`src/sv/epwr_pkg.sv`:
```
// ----------------------------------------------------------------------------
// epwr_pkg
// Shared types and constants for the echo pulse width ranger.
// ----------------------------------------------------------------------------
package epwr_pkg;

    // Event codes on the input channel
    localparam logic [1:0] OP_WRAP      = 2'd0;
    localparam logic [1:0] OP_EDGE      = 2'd1;
    localparam logic [1:0] OP_WRAP_EDGE = 2'd2;
    localparam logic [1:0] OP_CLEAR     = 2'd3;

    // Configuration register indexes
    localparam int          CFG_IDX_W    = 2;
    localparam logic [1:0]  CFG_VELOCITY = 2'd0;
    localparam logic [1:0]  CFG_LIMIT    = 2'd1;

    // Fixed field widths
    localparam int VEL_W      = 16;
    localparam int TICKS_W    = 24;
    localparam int DIST_W     = 23;
    localparam int DIST_SHIFT = 17;
    localparam int PROD_W     = VEL_W + TICKS_W;

    localparam logic [TICKS_W-1:0] TICKS_MAX     = 24'hFF_FFFF;
    localparam logic [VEL_W-1:0]   VELOCITY_INIT = 16'd2228;
    localparam logic [DIST_W-1:0]  LIMIT_INIT    = 23'd30;

    // Snapshot of the measurement after one event
    typedef struct packed {
        logic               done;
        logic [TICKS_W-1:0] ticks;
        logic               back_left;
    } meas_t;

endpackage

```
`src/sv/epwr_meas.sv`:
```
// ----------------------------------------------------------------------------
// epwr_meas
// Pulse measurement state: arm on the rising edge, count wraps, finish on
// the falling edge or on wrap saturation, and publish the updated snapshot.
// ----------------------------------------------------------------------------
module epwr_meas
    import epwr_pkg::*;
#(
    parameter int COUNT_BITS = 16,
    parameter int WRAP_BITS  = 8
)
(
    input  logic                  clk,
    input  logic                  rst_n,
    input  logic                  fire,
    input  logic [1:0]            opcode,
    input  logic [COUNT_BITS-1:0] captured_count,
    output meas_t                 meas
);

    localparam int FULL_W = WRAP_BITS + COUNT_BITS;
    localparam int EXT_W  = (FULL_W > TICKS_W) ? FULL_W : TICKS_W;

    logic                  done_reg,    done_next;
    logic                  high_reg,    high_next;
    logic [WRAP_BITS-1:0]  wrap_reg,    wrap_next;
    logic [COUNT_BITS-1:0] latched_reg, latched_next;

    logic                  wrap_ev;
    logic                  edge_ev;
    logic [EXT_W-1:0]      ticks_ext;

    // Decode the event into its wrap and edge parts
    always_comb
    begin
        wrap_ev = 1'b0;
        edge_ev = 1'b0;
        unique case (opcode)
            OP_WRAP:
            begin
                wrap_ev = 1'b1;
            end
            OP_EDGE:
            begin
                edge_ev = 1'b1;
            end
            OP_WRAP_EDGE:
            begin
                wrap_ev = 1'b1;
                edge_ev = 1'b1;
            end
            default:
            begin
                wrap_ev = 1'b0;
                edge_ev = 1'b0;
            end
        endcase
    end

    // Apply the wrap first, then the edge; freeze once done until a clear
    always_comb
    begin
        done_next    = done_reg;
        high_next    = high_reg;
        wrap_next    = wrap_reg;
        latched_next = latched_reg;
        if (opcode == OP_CLEAR)
        begin
            done_next    = 1'b0;
            high_next    = 1'b0;
            wrap_next    = '0;
            latched_next = '0;
        end
        else if (!done_reg)
        begin
            if (wrap_ev && high_reg)
            begin
                if (wrap_reg == {WRAP_BITS{1'b1}})
                begin
                    done_next    = 1'b1;
                    latched_next = {COUNT_BITS{1'b1}};
                end
                else
                begin
                    wrap_next = wrap_reg + 1'b1;
                end
            end
            if (edge_ev)
            begin
                if (!high_reg)
                begin
                    done_next    = 1'b0;
                    high_next    = 1'b1;
                    wrap_next    = '0;
                    latched_next = '0;
                end
                else
                begin
                    done_next    = 1'b1;
                    latched_next = captured_count;
                end
            end
        end
    end

    // Hold state between transfers
    always_ff @(posedge clk or negedge rst_n)
    begin
        if (!rst_n)
        begin
            done_reg    <= 1'b0;
            high_reg    <= 1'b0;
            wrap_reg    <= '0;
            latched_reg <= '0;
        end
        else if (fire)
        begin
            done_reg    <= done_next;
            high_reg    <= high_next;
            wrap_reg    <= wrap_next;
            latched_reg <= latched_next;
        end
    end

    // Build the saturated tick total from the updated state
    assign ticks_ext = EXT_W'({wrap_next, latched_next});

    always_comb
    begin
        meas.done      = done_next;
        meas.back_left = wrap_next[0];
        if (ticks_ext > EXT_W'(TICKS_MAX))
        begin
            meas.ticks = TICKS_MAX;
        end
        else
        begin
            meas.ticks = ticks_ext[TICKS_W-1:0];
        end
    end

`ifndef ASSERT_OFF
    a_clear_resets: assert property (@(posedge clk) disable iff (!rst_n)
        (fire && opcode == OP_CLEAR) |=>
            (!done_reg && !high_reg && wrap_reg == '0 && latched_reg == '0))
        else $error("clear did not reset the measurement");

    a_done_freezes: assert property (@(posedge clk) disable iff (!rst_n)
        (fire && done_reg && opcode != OP_CLEAR) |=>
            (done_reg && $stable(wrap_reg) && $stable(latched_reg)))
        else $error("measurement changed after completion");

    a_wrap_needs_arm: assert property (@(posedge clk) disable iff (!rst_n)
        (!high_reg) |-> (wrap_reg == '0 && !done_reg))
        else $error("wraps counted or done set without a rising edge");
`endif

endmodule

```
`src/sv/echo_pulse_width_ranger.sv`:
```
// ----------------------------------------------------------------------------
// echo_pulse_width_ranger
// Echo pulse width measurement from timer events, with distance scaling
// and an obstacle flag.
// ----------------------------------------------------------------------------
// Pipeline: input transfer to result valid through registered stages (state update,
// multiply, limit compare), each stage a register.
// Throughput: one event per cycle while the output is not stalled; the velocity multiplier is the widest path.
// Reset: rst_n clears the measurement and pipeline valids, and loads the
// velocity (2228) and limit (30) registers.
module echo_pulse_width_ranger
    import epwr_pkg::*;
#(
    parameter int COUNT_BITS = 16,
    parameter int WRAP_BITS  = 8
)
(
    input  logic                  clk,
    input  logic                  rst_n,

    input  logic                  in_valid,
    output logic                  in_ready,
    input  logic [1:0]            opcode,
    input  logic [COUNT_BITS-1:0] captured_count,

    output logic                  out_valid,
    input  logic                  out_ready,
    output logic                  measure_done,
    output logic [TICKS_W-1:0]    pulse_ticks,
    output logic [DIST_W-1:0]     distance,
    output logic                  too_close,
    output logic                  back_left,

    input  logic                  cfg_valid,
    output logic                  cfg_ready,
    input  logic [CFG_IDX_W-1:0]  cfg_index,
    input  logic [DIST_W-1:0]     cfg_data
);

    logic               in_fire;
    meas_t              meas;

    logic [VEL_W-1:0]   velocity_reg;
    logic [DIST_W-1:0]  limit_reg;

    logic               s1_valid_reg;
    meas_t              s1_reg;
    logic               s1_ready;

    logic               s2_valid_reg;
    meas_t              s2_reg;
    logic [DIST_W-1:0]  s2_dist_reg;
    logic               s2_ready;
    logic [PROD_W-1:0]  product;

    logic               out_stage_ready;
    logic               done_reg;
    logic [TICKS_W-1:0] ticks_reg;
    logic [DIST_W-1:0]  dist_reg;
    logic               close_reg;
    logic               left_reg;

    // Per-stage ready so empty stages keep filling while the output stalls
    assign out_stage_ready = !out_valid || out_ready;
    assign s2_ready        = !s2_valid_reg || out_stage_ready;
    assign s1_ready        = !s1_valid_reg || s2_ready;
    assign in_ready        = s1_ready;
    assign in_fire         = in_valid && in_ready;

    // Measurement state
    epwr_meas #(
        .COUNT_BITS (COUNT_BITS),
        .WRAP_BITS  (WRAP_BITS)
    ) u_meas (
        .clk            (clk),
        .rst_n          (rst_n),
        .fire           (in_fire),
        .opcode         (opcode),
        .captured_count (captured_count),
        .meas           (meas)
    );

    // Configuration writes; indexes beyond the list are dropped
    assign cfg_ready = 1'b1;

    always_ff @(posedge clk or negedge rst_n)
    begin
        if (!rst_n)
        begin
            velocity_reg <= VELOCITY_INIT;
            limit_reg    <= LIMIT_INIT;
        end
        else if (cfg_valid && cfg_ready)
        begin
            unique case (cfg_index)
                CFG_VELOCITY: velocity_reg <= cfg_data[VEL_W-1:0];
                CFG_LIMIT:    limit_reg    <= cfg_data;
                default:      ;
            endcase
        end
    end

    // Stage 1: capture the updated snapshot
    always_ff @(posedge clk or negedge rst_n)
    begin
        if (!rst_n)
        begin
            s1_valid_reg <= 1'b0;
        end
        else if (s1_ready)
        begin
            s1_valid_reg <= in_valid;
        end
    end

    always_ff @(posedge clk)
    begin
        if (in_fire)
        begin
            s1_reg <= meas;
        end
    end

    // Stage 2: scale ticks by velocity, drop the round-trip bit and fraction
    assign product = PROD_W'(s1_reg.ticks) * PROD_W'(velocity_reg);

    always_ff @(posedge clk or negedge rst_n)
    begin
        if (!rst_n)
        begin
            s2_valid_reg <= 1'b0;
        end
        else if (s2_ready)
        begin
            s2_valid_reg <= s1_valid_reg;
        end
    end

    always_ff @(posedge clk)
    begin
        if (s2_ready && s1_valid_reg)
        begin
            s2_reg      <= s1_reg;
            s2_dist_reg <= product[DIST_SHIFT +: DIST_W];
        end
    end

    // Stage 3: compare against the limit and hold the result
    always_ff @(posedge clk or negedge rst_n)
    begin
        if (!rst_n)
        begin
            out_valid <= 1'b0;
        end
        else if (out_stage_ready)
        begin
            out_valid <= s2_valid_reg;
        end
    end

    always_ff @(posedge clk)
    begin
        if (out_stage_ready && s2_valid_reg)
        begin
            done_reg  <= s2_reg.done;
            ticks_reg <= s2_reg.ticks;
            dist_reg  <= s2_dist_reg;
            close_reg <= s2_reg.done && (s2_dist_reg <= limit_reg);
            left_reg  <= s2_reg.back_left;
        end
    end

    assign measure_done = done_reg;
    assign pulse_ticks  = ticks_reg;
    assign distance     = dist_reg;
    assign too_close    = close_reg;
    assign back_left    = left_reg;

`ifndef ASSERT_OFF
    a_close_needs_done: assert property (@(posedge clk) disable iff (!rst_n)
        out_valid |-> (!too_close || measure_done))
        else $error("obstacle reported before the measurement completed");

    a_stall_only_full: assert property (@(posedge clk) disable iff (!rst_n)
        !in_ready |-> (s1_valid_reg && s2_valid_reg && out_valid && !out_ready))
        else $error("input stalled while the pipeline had room");

    a_stage_advance: assert property (@(posedge clk) disable iff (!rst_n)
        (s1_valid_reg && s2_ready) |=> s2_valid_reg)
        else $error("stage 1 item lost on its way to stage 2");
`endif

endmodule

```
`config.mk`:
```
export PLATFORM = sky130hd
export DESIGN_NAME = echo_pulse_width_ranger
export DESIGN_NICKNAME = d
export VERILOG_FILES = /design/src/sv/epwr_pkg.sv /design/src/sv/epwr_meas.sv /design/src/sv/echo_pulse_width_ranger.sv
export SDC_FILE = /design/constraint.sdc
export NUM_CORES = 1
export LEC_CHECK = 0
export ABC_AREA = 1
export BUFFER_PORTS_ARGS = -buffer_cell sky130_fd_sc_hd__buf_4
export CORE_MARGIN = 2
export CORE_UTILIZATION = 39
export CTS_CLUSTER_SIZE = 20
export DETAILED_ROUTE_END_ITERATION = 8
export GPL_TIMING_DRIVEN = 0
export PLACE_DENSITY_LB_ADDON = 0.08
export RECOVER_POWER = 100
export SYNTH_ARGS = -nofsm -noshare
export SYNTH_HDL_FRONTEND = slang
export SYNTH_HIERARCHICAL = 1
export SYNTH_SLANG_ARGS = --single-unit
```
`constraint.sdc`:
```
create_clock -name clk -period 14.3 [get_ports clk]
set_input_delay 2.86 -clock clk [delete_from_list [all_inputs] [get_ports clk]]
set_output_delay 2.86 -clock clk [all_outputs]
set_load 0.05 [all_outputs]
```
# After elaboration in Yosys (flattened, before gate mapping)
# Index checks and enable logic that the tools add are counted.
[totals]
output_inout_bits = 53
elab_cells = 73
input_bits = 48
reg_bits = 193
[classes]
addsub = 1
n_mux = 23
n_reduce_logical = 19
eq_ne = 6
n_mul = 1
magnitude_cmp = 2
[op_table]
columns = ["op", "n"]
rows = [
  ["2-to-1 mux 16 bit", 6],
  ["2-to-1 mux 8 bit", 6],
  ["multiplier 24 x 16 -> 40 bit", 1],
  ["greater-than comparator 24 bit, second input constant", 1],
  ["less-or-equal comparator 23 bit", 1],
  ["2-to-1 mux 1 bit", 11],
  ["adder 8 x 1 -> 8 bit, second input constant", 1],
  ["== test 8 bit, second input constant", 1],
  ["logical AND 1 bit", 5],
  ["== test 2 x 1 -> 1 bit, second input constant", 2],
  ["== test 2 bit, second input constant", 2],
  ["logical NOT 2 bit", 2],
  ["AND reduction 2 bit", 2],
  ["OR reduction 2 bit", 2],
  ["logical NOT 1 bit", 3],
  ["logical OR 1 bit", 3],
  ["AND reduction 3 bit", 1],
  ["inequality test 2 bit, second input constant", 1],
  ["nonzero test 2 bit", 1],
]

# Depth between registers and ports, before layout
[logic_depth]
ltp_word = 10
ltp_mapped = 27
mapped_depth_nobuf = 25

# Hierarchy
# Netlist, hierarchy kept.
[by_module_without_submodules]
columns = ["mod", "seq_area_each_um2", "area_per_inst_um2", "cells_per_inst", "instances"]
rows = [
  ["echo_pulse_width_ranger", 4815.9, 18778.0, 2154, 1],
  ["epwr_meas", 650.6, 2387.3, 357, 1],
]

# Worst setup path after synthesis
# OpenSTA, ideal clock, no wires.
[synth_timing]
path_kind = "input port to output port"
startpoint = "input port out_ready"
endpoint = "output port in_ready"
t_required_ns = 11.440
arrival_ns = 3.411
cell_stages = 4
n_path_buf = 0
setup_slack_ns = 8.029
cell_sequence = "inv_1 -> nand2_1 -> nor2_1 -> nand2_1"
[synth_via]
elab_chain_cells = 3
[synth_lines]
columns = ["item", "line_no", "rtl"]
rows = [
  ["start: declaration", "echo_pulse_width_ranger.sv:27", "input logic out_ready,"],
  ["logical OR 1 bit", "echo_pulse_width_ranger.sv:64", "assign out_stage_ready = !out_valid || out_ready;"],
  ["logical OR 1 bit", "echo_pulse_width_ranger.sv:65", "assign s2_ready = !s2_valid_reg || out_stage_ready;"],
  ["logical OR 1 bit", "echo_pulse_width_ranger.sv:66", "assign s1_ready = !s1_valid_reg || s2_ready;"],
  ["end: declaration", "echo_pulse_width_ranger.sv:22", "output logic in_ready,"],
]
# No other way between the ends.

# Worst setup path in the final report
[layout_timing]
startpoint = "register velocity_reg[2]"
endpoint = "register s2_dist_reg[18] (data pin)"
[layout_via]
elab_chain_cells = 1
[layout_lines]
columns = ["item", "line_no", "rtl"]
rows = [
  ["start: declaration", "echo_pulse_width_ranger.sv:43", "logic [VEL_W-1:0] velocity_reg;"],
  ["start signal: assignment", "echo_pulse_width_ranger.sv:96", "CFG_VELOCITY: velocity_reg <= cfg_data[VEL_W-1:0];"],
  ["multiplier 24 x 16 -> 40 bit", "echo_pulse_width_ranger.sv:125", "assign product = PROD_W'(s1_reg.ticks) * PROD_W'(velocity_reg);"],
  ["via product[35]", "echo_pulse_width_ranger.sv:54", "logic [PROD_W-1:0] product;"],
  ["end signal: assignment", "echo_pulse_width_ranger.sv:144", "s2_dist_reg <= product[DIST_SHIFT +: DIST_W];"],
  ["end: declaration", "echo_pulse_width_ranger.sv:52", "logic [DIST_W-1:0] s2_dist_reg;"],
]
# The timed path passes the listed nets, and every way through them passes these cells.
# A chain may end at the register's enable or synchronous reset.

==> reports/summary.md <==
The number of cells on the worst hold path was 0. Across the run, the number of max-cap violations was 4. TritonCTS built the clock tree. The worst setup path is of the flop to flop kind. Before antenna repair, the detailed router went through 5 iterations. Global routing consumed, over all layers together, 24.1% of the routing resources.

The H-tree depth was 4; the number of inserted filler cells in the final layout was 5404. The run gives 0 as the number of setup buffers added after CTS. The checks that failed: max-capacitance violations, max-slew violations. In this run the worst path has a maximum fanout of 10. After clock tree synthesis, the flow added hold-fix buffers numbering 0. During synthesis, Yosys emitted a total of 6 warnings.

Setup repair after global routing left no endpoint under its margin. The number of global-route vias before repair was 17013; the final worst clock skew was 0.0127 ns. In this run, post-CTS repair resized a total of 0 instances.

The setup check on the worst reg-to-reg path leaves a slack of 7.02 ns. The worst path meets setup with 7.02 ns of slack. Count of pins over their slew limit: 146. After floorplanning, the core was divided into 85 placement rows.

The first routing iteration left 1138 violations. The core region is 53700 µm². In the routed layout, each cell is associated on average with a via count of 4.83.

At the end of routability-driven placement, the weighted congestion stood at 0.889. The clock period could shrink to 7.28 ns. The later-pin clock latency in the skew report is 0.45 ns.

The antenna cell count is 0, and the count of flip-flops with a built-in enable after synthesis is 125. The pin count of the biggest net entering global routing was 69; the clock slew seen by the registers of the worst setup and hold paths was 0.07 ns. Data arrives at the worst endpoint at 7.46 ns.

Synthesis produced a netlist with a net count of 3001. Post-detailed-route DRC marker count: 0. The run gives 12600 µm² as the area of the multi-input gates. The flow ran to the end, but the final reports show violations.

The net count reported at finish was 3122; the fraction of the cycle the final worst path needs was 50.9%. Wires add up to 64900 µm. For the worst flop-to-flop path, the logic depth is 23.

Of the post-synthesis cell area, the dominant cell type holds 28.8%. Before CTS, the worst setup slack after placement is 7.06 ns. Summed over all failing endpoints, the final setup total negative slack is 0 ns.

The startpoint identified for the worst register-to-register timing path is velocity_reg[2]. The worst setup path is captured at a flop. Based on the critical path, the design can be clocked at up to 137 MHz.

The count of antenna-violating nets left after detailed routing was 0. Once the floorplan was initialized, standard cells occupied 39.4% of the core. The most common cell in the netlist is nand2_1. The synthesized area per cell is 8.43 µm², and the area added between synthesis and finish is 9.09%.

After synthesis the cells add up to 21200 µm². The die covers 56200 µm². Startpoint type of the worst setup path: a flop. Pin placement for this block handled 101 I/O pins. The tools report the capture endpoint of the worst hold path as pulse_ticks[7].

Port buffer count: 99. The timing startpoint of the critical path was velocity_reg[2]. After synthesis, the share of flip-flops with an asynchronous set or reset is 35.2%. Of all cell types, the one taking the most synthesized area is fa_1.

The HPWL after detailed placement is 53000 µm. The post-synthesis instance total is 2511, and the endpoint required time on the critical path is 14.49 ns. Summing all flip-flop and latch instances after layout gives 5470 µm². The startpoint of the lowest-slack hold path is s2_reg[8]. Setup violations remaining at the end of the flow were counted as 0. The initial antenna violation count was 0; the number of synthesized register bits was 193. The min-delay analysis places its worst path in the category flop to flop. Global routing finished with a remaining overflow of 0. Among all flip-flop cells after synthesis, the most frequent one is edfxtp_1.

The share of post-route cells with drive strength above 1 was 4.76%; the die outline width was 237 µm. By area the synthesized netlist is led by fa_1 (29%), edfxtp_1 (18%), nand2_1 (12%). The clock passes through at most 2 buffers.

The tools report the first-pass GRT wire length as 102000 µm. Worst reg2reg path endpoint: s2_dist_reg[18]. Counting instances in the post-synthesis netlist gives the leading cell types as nand2_1 (701), inv_1 (651), fa_1 (305). After detailed routing, the average wire length per cell comes to 19.4 µm. The transition time at the pin with the least slew margin is 3.92 ns. Clock tree synthesis inserted a total of 17 buffers. In this run the vertical extent of the chip is 237 µm. The worst pin sits at a relative slew slack of -161%. For the sequential share of the synthesized area, the log shows 25.8%. For the number of unique standard cell types used by synthesis, the log shows 46.

The run gives 0 as the final-report hold violation count. The tools report the routed via count as 16150. The buffer cell driving the clock tree root is clkbuf_16.

For the clock sink total, the log shows 193.
layout by cell type (no fill, tap or decap), types with 3 or more instances in the layout:
cell type	Yosys	layout
nand3_1	54	55
buf_4	8	48
a21boi_1	12	9
o21bai_1	3	3
clkbuf_8	5	4
clkbuf_1	101	162
inv_6	0	3
xor2_1	10	10
o21ai_1	9	3
edfxtp_1	125	125
inv_1	651	651
o21ai_0	63	69
dfrtp_1	59	59
nand2_2	15	9
clkinv_1	2	3
nand2_1	701	707
clkbuf_16	0	17
clkbuf_4	0	4
clkinv_4	0	4
nand2_4	11	11
nor2_1	75	76
o21a_1	5	5
ha_1	137	137
nand4_1	13	13
a21oi_1	83	83
inv_8	0	3
a21boi_0	9	12
nor3_1	10	11
dfstp_2	9	9
a21o_1	5	5
nand3b_1	4	4
fa_1	305	305
layout make-up:
class	instances	area share (%)
multi-input cells	1542	54.7
clock inverters	15	0.645
flip-flops and latches	193	23.7
inverters	656	10.7
repair buffers	102	2.39
well taps	696	3.77
clock buffers	17	1.84
plain buffers	120	2.32
critical path: stages (launching register included):
cell and delay, ns:
dfstp_2 0.52, clkbuf_1 0.60, clkbuf_1 0.71, nand2_1 0.17, fa_1 0.54, inv_1 0.05
fa_1 0.53, inv_1 0.05, fa_1 0.50, inv_1 0.06, fa_1 0.49, fa_1 0.49
inv_1 0.05, fa_1 0.53, inv_1 0.10, ha_1 0.37, a21oi_1 0.24, o21ai_0 0.20
a21oi_1 0.30, nor2_1 0.08, nor3_1 0.20, nand2_1 0.08, nand2_1 0.06, nand2_1 0.08
worst max-delay path by stage:
stage	cells past startpoint	slack (ns)	end
after floorplan	4	8.03	in_ready
after global placement	3	6.74	pulse_ticks[16]
after detailed placement	23	7.06	s2_dist_reg[18]
after CTS	23	7.05	s2_dist_reg[18]
after global routing	23	6.72	s2_dist_reg[18]
final	23	7.02	s2_dist_reg[18]
cells by family (layout without fill, tap and decap cells):
group | Yosys count | in the layout | share of synthesized area, %
simple gates | 893 | 893 | 17.3
buf+inv | 776 | 910 | 14.3
fa+ha+maj | 442 | 442 | 36.9
compound gates | 195 | 195 | 5.09
flops | 193 | 193 | 25.8
xor+xnor | 11 | 11 | 0.455
other cells | 1 | 1 | 0.0177
metal layers:
metal  routed length, µm  vias to the layer above  track usage (%)
li1                    -                     7608                -
met1               29500                     8141             33.8
met2               31500                      359             41.0
met3                2820                       42             2.54
met4                 993                        0             4.35
met5                   0                        -                0
stage by stage:
stage / instances / instance area [µm²] / hold WS [ns] / utilization (%)
6_report: 3341 / 23100 / 0.421 / 43.0
5_1_grt: 3341 / 23100 / 0.421 / 43.0
4_1_cts: 3341 / 23400 / 0.422 / 43.6
3_5_place_dp: 3309 / 22900 / 0.405 / 42.5
3_3_place_gp: 3306 / 22800 / 0.403 / 42.4
2_1_floorplan: 2511 / 21200 / 0.400 / -
Power is not shown: default switching activity piles up to over one toggle a cycle in this logic, so the estimate is an artifact.
